==> config.mk <==
export PLATFORM = sky130hd
export DESIGN_NAME = wildcard_byte_pattern_counter_top
export DESIGN_NICKNAME = d
export VERILOG_FILES = /design/src/hw/rtl/wbpc_pkg.sv /design/src/hw/rtl/wbpc_cell.sv /design/src/hw/rtl/wbpc_tally.sv /design/src/hw/rtl/wildcard_byte_pattern_counter_top.sv
export SDC_FILE = /design/constraint.sdc
export NUM_CORES = 2
export LEC_CHECK = 0
export BUFFER_PORTS_ARGS = -buffer_cell sky130_fd_sc_hd__buf_2
export CAP_MARGIN = 25
export CELL_PAD_IN_SITES_DETAIL_PLACEMENT = 2
export CELL_PAD_IN_SITES_GLOBAL_PLACEMENT = 2
export CORE_MARGIN = 1
export CORE_UTILIZATION = 35
export DETAILED_ROUTE_END_ITERATION = 10
export PLACE_DENSITY = 0.72
export SLEW_MARGIN = 20
export SYNTH_ARGS = -nofsm -noshare
export SYNTH_HDL_FRONTEND = slang
export SYNTH_SLANG_ARGS = --single-unit
==> constraint.sdc <==
create_clock -name clk_i -period 25.2 [get_ports clk_i]
set_input_delay 5.04 -clock clk_i [delete_from_list [all_inputs] [get_ports clk_i]]
set_output_delay 5.04 -clock clk_i [all_outputs]
set_load 0.05 [all_outputs]
==> src/hw/rtl/wbpc_pkg.sv <==
// Shared types, constants and helpers of the wildcard byte pattern counter.
package wbpc_pkg;

  localparam int unsigned MAX_PATTERN_BYTES_DEF = 24;
  localparam int unsigned ADDRESS_BITS_DEF      = 32;

  localparam int unsigned BYTE_W     = 8;
  localparam int unsigned LEN_W      = 5;
  localparam int unsigned CNT_W      = 32;
  localparam int unsigned ADDR_OUT_W = 32;
  localparam int unsigned CFG_IDX_W  = 3;
  localparam int unsigned CFG_DATA_W = 64;
  localparam int unsigned BANK_BYTES = 8;
  localparam int unsigned BANK_COUNT = 3;

  typedef enum logic [CFG_IDX_W-1:0] {
    REG_PATTERN_LO  = 3'd0,
    REG_PATTERN_MID = 3'd1,
    REG_PATTERN_HI  = 3'd2,
    REG_PATTERN_LEN = 3'd3,
    REG_BASE_ADDR   = 3'd4
  } cfg_reg_e;

  typedef struct packed {
    logic [BYTE_W-1:0] data_byte;
    logic              end_of_range;
  } in_item_t;

  typedef struct packed {
    logic [CNT_W-1:0]      match_count;
    logic [ADDR_OUT_W-1:0] first_match_address;
    logic                  any_match;
  } out_item_t;

  // per-byte control broadcast along the cell row and to the tally
  typedef struct packed {
    logic             accept;
    logic             last;
    logic [LEN_W-1:0] len;
  } step_t;

  // zero pattern byte is a wildcard
  function automatic logic byte_hit(input logic [BYTE_W-1:0] want,
                                    input logic [BYTE_W-1:0] got);
    byte_hit = (want == '0) || (want == got);
  endfunction

endpackage

==> src/hw/rtl/wbpc_cell.sv <==
// One window cell: holds a byte of history and compares it with its pattern byte.
module wbpc_cell #(
  parameter int unsigned MAX_PATTERN_BYTES = wbpc_pkg::MAX_PATTERN_BYTES_DEF,
  parameter int unsigned POS               = 1
) (
  input  logic                                            clk_i,
  input  wbpc_pkg::step_t                                 step_i,
  input  logic [MAX_PATTERN_BYTES-1:0][wbpc_pkg::BYTE_W-1:0] pattern_i,
  input  logic [wbpc_pkg::BYTE_W-1:0]                     byte_i,
  output logic [wbpc_pkg::BYTE_W-1:0]                     byte_o,
  output logic                                            hit_o
);
  import wbpc_pkg::*;

  localparam int unsigned IDX_W = (MAX_PATTERN_BYTES > 1) ? $clog2(MAX_PATTERN_BYTES) : 1;
  localparam logic [LEN_W-1:0] POS_L = LEN_W'(POS);

  logic [BYTE_W-1:0] byte_q;
  logic [LEN_W-1:0]  sel;

  always_ff @(posedge clk_i) begin
    if (step_i.accept) begin
      byte_q <= byte_i;
    end
  end

  // pattern byte (len - 1 - POS) lines up with this position
  always_comb begin
    sel   = step_i.len - POS_L - LEN_W'(1);
    hit_o = (POS_L >= step_i.len) || byte_hit(pattern_i[sel[IDX_W-1:0]], byte_q);
  end

  assign byte_o = byte_q;

endmodule

==> src/hw/rtl/wbpc_tally.sv <==
// Match tally: byte count, saturating match count and first match address.
module wbpc_tally #(
  parameter int unsigned ADDRESS_BITS = wbpc_pkg::ADDRESS_BITS_DEF
) (
  input  logic                           clk_i,
  input  logic                           rst_ni,
  input  wbpc_pkg::step_t                step_i,
  input  logic                           all_hit_i,
  input  logic [wbpc_pkg::ADDR_OUT_W-1:0] base_i,
  output wbpc_pkg::out_item_t            result_o
);
  import wbpc_pkg::*;

  localparam logic [ADDR_OUT_W-1:0] ADDR_MASK = (ADDRESS_BITS >= ADDR_OUT_W) ? '1 :
      ADDR_OUT_W'((64'd1 << ADDRESS_BITS) - 64'd1);

  logic [CNT_W-1:0]      seen_q, seen_d;
  logic [CNT_W-1:0]      count_q, count_d;
  logic [ADDR_OUT_W-1:0] first_q, first_d;
  logic                  hit;
  logic [CNT_W-1:0]      offset;
  logic [ADDR_OUT_W:0]   addr_sum;

  always_comb begin
    seen_d   = (seen_q == '1) ? seen_q : seen_q + CNT_W'(1);
    hit      = (seen_d >= CNT_W'(step_i.len)) && all_hit_i;
    offset   = seen_d - CNT_W'(step_i.len);
    addr_sum = {1'b0, base_i} + {1'b0, offset};
    count_d  = count_q;
    first_d  = first_q;
    if (hit) begin
      if (count_q == '0) begin
        first_d = addr_sum[ADDR_OUT_W-1:0] & ADDR_MASK;
      end
      if (count_q != '1) begin
        count_d = count_q + CNT_W'(1);
      end
    end
    result_o.match_count         = count_d;
    result_o.first_match_address = (count_d != '0) ? first_d : '0;
    result_o.any_match           = (count_d != '0);
  end

  always_ff @(posedge clk_i or negedge rst_ni) begin
    if (!rst_ni) begin
      seen_q  <= '0;
      count_q <= '0;
      first_q <= '0;
    end else if (step_i.accept) begin
      if (step_i.last) begin
        seen_q  <= '0;
        count_q <= '0;
        first_q <= '0;
      end else begin
        seen_q  <= seen_d;
        count_q <= count_d;
        first_q <= first_d;
      end
    end
  end

endmodule

==> src/hw/rtl/wildcard_byte_pattern_counter_top.sv <==
// Top level of the wildcard byte pattern counter.
//
// Usage: bytes of a memory range arrive on the input channel (in_valid_i,
// in_stall_o, in_data_i), one per request, the final byte flagged with
// end_of_range. Each byte is compared at once against the configured pattern
// across a row of window cells; a zero pattern byte matches anything.
// One result request (match count, first match address, any-match flag) is
// issued per range on the output channel; it is registered after the final byte.
// Throughput is one byte per cycle while input is not stalled, set by the
// compare of the cell row and the tally update behind it.
// The user must write configuration (pattern banks, length, base address)
// through cfg_valid_i/cfg_ready_o while no scan is in progress; not enforced.
// Ready is always high. Reset clears the scan state and sets the pattern length
// to one. When the receiver stalls, a result waits in the output register and a
// second one in a skid register; only with both full is input stalled.
module wildcard_byte_pattern_counter_top #(
  parameter int unsigned MAX_PATTERN_BYTES = wbpc_pkg::MAX_PATTERN_BYTES_DEF,
  parameter int unsigned ADDRESS_BITS      = wbpc_pkg::ADDRESS_BITS_DEF
) (
  input  logic                            clk_i,
  input  logic                            rst_ni,
  input  logic                            in_valid_i,
  output logic                            in_stall_o,
  input  wbpc_pkg::in_item_t              in_data_i,
  output logic                            out_valid_o,
  input  logic                            out_stall_i,
  output wbpc_pkg::out_item_t             out_data_o,
  input  logic                            cfg_valid_i,
  output logic                            cfg_ready_o,
  input  logic [wbpc_pkg::CFG_IDX_W-1:0]  cfg_index_i,
  input  logic [wbpc_pkg::CFG_DATA_W-1:0] cfg_data_i
);
  import wbpc_pkg::*;

  localparam int unsigned IDX_W = (MAX_PATTERN_BYTES > 1) ? $clog2(MAX_PATTERN_BYTES) : 1;
  localparam logic [LEN_W-1:0] MAX_L = LEN_W'(MAX_PATTERN_BYTES);

  logic [CFG_DATA_W-1:0] pat_lo_q, pat_mid_q, pat_hi_q;
  logic [LEN_W-1:0]      len_q;
  logic [ADDR_OUT_W-1:0] base_q;

  logic [BANK_COUNT*BANK_BYTES-1:0][BYTE_W-1:0] pat_all;
  logic [MAX_PATTERN_BYTES-1:0][BYTE_W-1:0]     pat_bytes;
  logic [LEN_W-1:0]      len_eff, len_m1;
  step_t                 step;
  logic                  in_acc;

  logic [MAX_PATTERN_BYTES-1:0][BYTE_W-1:0] win;
  logic [MAX_PATTERN_BYTES-1:0]             hits;
  out_item_t             result;

  logic                  out_valid_q, out_valid_d;
  logic                  skid_valid_q, skid_valid_d;
  out_item_t             out_q, out_d;
  out_item_t             skid_q, skid_d;
  logic                  push, out_free;

  // configuration registers
  assign cfg_ready_o = 1'b1;

  always_ff @(posedge clk_i or negedge rst_ni) begin
    if (!rst_ni) begin
      pat_lo_q  <= '0;
      pat_mid_q <= '0;
      pat_hi_q  <= '0;
      len_q     <= LEN_W'(1);
      base_q    <= '0;
    end else if (cfg_valid_i && cfg_ready_o) begin
      case (cfg_reg_e'(cfg_index_i))
        REG_PATTERN_LO:  pat_lo_q  <= cfg_data_i;
        REG_PATTERN_MID: pat_mid_q <= cfg_data_i;
        REG_PATTERN_HI:  pat_hi_q  <= cfg_data_i;
        REG_PATTERN_LEN: len_q     <= cfg_data_i[LEN_W-1:0];
        REG_BASE_ADDR:   base_q    <= cfg_data_i[ADDR_OUT_W-1:0];
        default: ;
      endcase
    end
  end

  assign pat_all   = {pat_hi_q, pat_mid_q, pat_lo_q};
  assign pat_bytes = pat_all[MAX_PATTERN_BYTES-1:0];

  always_comb begin
    if (len_q == '0) begin
      len_eff = LEN_W'(1);
    end else if (len_q > MAX_L) begin
      len_eff = MAX_L;
    end else begin
      len_eff = len_q;
    end
    len_m1 = len_eff - LEN_W'(1);
  end

  assign in_stall_o  = skid_valid_q;
  assign in_acc      = in_valid_i && !in_stall_o;
  assign step.accept = in_acc;
  assign step.last   = in_data_i.end_of_range;
  assign step.len    = len_eff;

  // newest byte sits at position 0; the cells hold the older ones
  assign win[0]  = in_data_i.data_byte;
  assign hits[0] = byte_hit(pat_bytes[len_m1[IDX_W-1:0]], in_data_i.data_byte);

  for (genvar j = 1; j < MAX_PATTERN_BYTES; j++) begin : g_cell
    wbpc_cell #(
      .MAX_PATTERN_BYTES(MAX_PATTERN_BYTES),
      .POS              (j)
    ) u_cell (
      .clk_i    (clk_i),
      .step_i   (step),
      .pattern_i(pat_bytes),
      .byte_i   (win[j-1]),
      .byte_o   (win[j]),
      .hit_o    (hits[j])
    );
  end

  wbpc_tally #(
    .ADDRESS_BITS(ADDRESS_BITS)
  ) u_tally (
    .clk_i    (clk_i),
    .rst_ni   (rst_ni),
    .step_i   (step),
    .all_hit_i(&hits),
    .base_i   (base_q),
    .result_o (result)
  );

  // output register plus skid
  assign push     = in_acc && in_data_i.end_of_range;
  assign out_free = !out_valid_q || !out_stall_i;

  always_comb begin
    out_valid_d  = out_valid_q;
    skid_valid_d = skid_valid_q;
    out_d        = out_q;
    skid_d       = skid_q;
    if (out_free) begin
      if (skid_valid_q) begin
        out_d        = skid_q;
        out_valid_d  = 1'b1;
        skid_valid_d = 1'b0;
      end else begin
        out_d       = result;
        out_valid_d = push;
      end
    end else if (push) begin
      skid_d       = result;
      skid_valid_d = 1'b1;
    end
  end

  always_ff @(posedge clk_i or negedge rst_ni) begin
    if (!rst_ni) begin
      out_valid_q  <= 1'b0;
      skid_valid_q <= 1'b0;
    end else begin
      out_valid_q  <= out_valid_d;
      skid_valid_q <= skid_valid_d;
    end
  end

  always_ff @(posedge clk_i) begin
    out_q  <= out_d;
    skid_q <= skid_d;
  end

  assign out_valid_o = out_valid_q;
  assign out_data_o  = out_q;

`ifndef SYNTHESIS
  a_skid_behind_out: assert property (@(posedge clk_i) disable iff (!rst_ni)
    skid_valid_q |-> out_valid_q)
    else $error("skid holds a result while output register is empty");

  a_stalled_end_to_skid: assert property (@(posedge clk_i) disable iff (!rst_ni)
    (in_acc && in_data_i.end_of_range && out_valid_q && out_stall_i) |=> skid_valid_q)
    else $error("result of a range lost behind a stalled output");

  a_no_match_clean: assert property (@(posedge clk_i) disable iff (!rst_ni)
    (out_valid_o && !out_data_o.any_match) |->
      (out_data_o.match_count == '0 && out_data_o.first_match_address == '0))
    else $error("result without a match carries a count or address");
`endif

endmodule

==> metrics <==
max_cap viols=0; Leak=22.8 nW; Setup CP Type=reg2reg; CP Launch Type=register; P&R area growth vs syn=11.9%; post-synthesis xor/xnor area fraction=0.0520; Pins Over Slew Limit=0; First DRT Iteration DRCs=6,149; Post-Synth Adder-Cell Area=0.0208; grt ovf=0; Netlist cell types=107; via count=52,400; routability cong.=1.07; CTS Hold Buffers Added=0; # setup viols final=0; Slew @ Worst Pin=1.25 ns; clock-pin slew on the worst setup and hold paths=0.06 ns; CP max FO=68; post-synthesis mux area share=0.230; Critical Path Sink Type=register; max frequency=0.0797 GHz; wire length of the first global-routing pass=458 mm; commonest non-fill, non-tap cell in the layout=nand2_1; Setup WS post-layout=12.65 ns; worst path arrival time=12.98 ns; Tmin final=12.55 ns; Clock Tree Buf Depth=3; CP max stage delay=0.90 ns; Placed Instances=7,389; share of the synthesized area in the top cell type=0.180; PD cells=135 nW/um^2; Post-synth ARST share=0.510; Syn Std Cell Area=52,500 um^2; largest family of logic cells by synthesized area=multiplexers; Rows=141; status=finished, final reports clean; DP HPWL=256 mm; Post-CTS Setup Inserts=0; first-pass detailed-route iteration total=8; top post-synthesis cells by area=edfxtp_1 (18%), dfrtp_1 (16%), mux2i_1 (9.1%), mux4_2 (7.9%), mux2_2 (6.0%); Max IR drop VDD=0.0527 mV; Final ANT Viol Nets=0; core area=148,000 um^2; Setup WS pre-CTS=12.86 ns; net count of the finished layout=5,643; Post-Syn Nets=5,637; total CTS buffers=79; die area=152,000 um^2; Die X=389 um; Routed WL per cell=44.7 um; layout cells sized above 1=0.195; clk_skew=0.0554 ns; Layout Cells excl Fill=7,566; Mapped Cells=5,472; DRC violations left=0; warning count from the yosys run=0; Synth Area in Simple Gates=0.143; setup_tns=0 ns; Root Buffer=clkbuf_16; average cell area after synthesis=9.59 um^2; register bit total from synthesis=641; H-tree Lvls=3; Tot Pwr=7.93 mW; largest net degree at the start of global routing=86; number of synthesized flops with an enable pin=314; initial core utilization=0.354; leading area contributor after synthesis=edfxtp_1; initial antenna violation count=39; worst min path class=reg2reg; Final Hold Vio Count=0; slowest stage cell, crit path=nor4_4; vias in the first global route=52,900; most frequent cells in the layout=nand2_1 (528), mux2i_1 (476), nor2_1 (353); Top FF cell, synth=dfrtp_1; I/O pin count=149; Worst EP required=25.63 ns; clock latency on the worst-skew pair=0.76 ns; gr usage total=0.437; Relative slew margins=0.161; RSZ-0062 raised after global routing=no; register area share after synthesis=0.335; CTS tree=built; fin crit share=0.498; complex-gate fraction of the synthesized area=0.170; die height=389 um; cell mode on critical path=buf_4; routed vias/inst=6.93; Port Buf Inserts=147; CTS Sinks=641; Final Util=0.396; Detailed Route WL=338 mm; post-cts resize count=0
## per-layer routing
| metal | part of all wire | GRT usage | vias to the layer above |
|---|---|---|---|
| met1 | 0.39 | 0.539 | 27500 |
| li1 | - | - | 20800 |
| met5 | 0.0010 | 0 | - |
| met2 | 0.42 | 0.644 | 3100 |
| met4 | 0.092 | 0.339 | 34 |
| met3 | 0.096 | 0.119 | 1008 |
## power breakdown
part	switching [mW]	internal (mW)
logic	3.47	1.62
clock network	0.529	0.674
registers	0.424	1.22
## state kept, by name, indices dropped and copies added, names as in the netlist, 5 cells and up
register and count:
g_cell.u_cell.byte_o 184, out_data_o 65, skid_q 65, pat_hi_q 64, pat_lo_q 64, pat_mid_q 64, base_q 32, u_tally.count_q 32
u_tally.first_q 32, u_tally.seen_q 32, len_q 5
## worst paths after layout
path,from,endpoint,slack [ns],cells after the start
max in group asynchronous,rst_ni,base_q[7],18.81,3
worst max register to register,len_q[4],out_data_o[9],12.65,28
worst min register to register,g_cell[9].u_cell.byte_o[2],g_cell[10].u_cell.byte_o[2],0.47,0
min in group asynchronous,rst_ni,u_tally.count_q[31],4.25,1
worst max-delay path,len_q[4],out_data_o[9],12.65,28
worst min-delay path,g_cell[9].u_cell.byte_o[2],g_cell[10].u_cell.byte_o[2],0.47,0
## area by class of cell
| class | instances | area (um^2) |
|---|---|---|
| Clock inverter | 41 | 428 |
| Sequential cell | 641 | 17600 |
| Timing Repair Buffer | 377 | 2550 |
| Antenna cell | 21 | 52.6 |
| Multi-Input combinational cell | 4227 | 32700 |
| Inverter | 152 | 593 |
| Clock buffer | 105 | 2300 |
| Tap cell | 2002 | 2500 |
| Fill cell | 16000 | 89600 |
## logic make-up (layout without fill, tap and decap cells)
kind of cell | after synthesis | in the layout
and+or+nand+nor | 1571 | 1571
AOI/OAI and AO/OA | 1316 | 1316
muxes | 942 | 942
DFF | 641 | 641
buffers and inverters | 604 | 675
xor gates and xnor gates | 312 | 312
adders and majority gates | 85 | 85
other | 1 | 22
## stage by stage
stage | area [um^2] | hold slack, ns
6_report | 58700 | 0.473
4_1_cts | 58500 | 0.472
5_1_grt | 58700 | 0.488
3_5_place_dp | 55800 | 0.461
3_3_place_gp | 55700 | 0.432
2_1_floorplan | 52500 | 0.424
## synth_stat cells, types with 35 or more instances
cell        n
nand2_1   532
mux2i_1   478
nor2_1    359
dfrtp_1   326
edfxtp_1  314
clkbuf_1  304
a21oi_1   288
mux2_2    279
o21ai_0   229
xnor2_1   196
mux4_2    184
inv_1     147
a211oi_1  145
nand3_1   131
nor3_1    129
xor2_1    116
a22oi_1   114
and3_1     85
ha_1       80
buf_2      76
nand4_1    57
a31oi_1    56
nor4_1     56
o22ai_1    55
nand2b_1   41
a22o_1     36
buf_1      35
## worst max-delay path, delay by kind of cell (launching register included)
kind	cells	cell delay, ns
AND/OR/NAND/NOR	11	5.06
buffers and inverters	7	3.32
AO/OA/AOI/OAI	8	2.33
flip-flops	1	0.59
adder cells (fa/ha/maj)	1	0.35
multiplexers	1	0.30
Power figures use the tool's default switching activity.
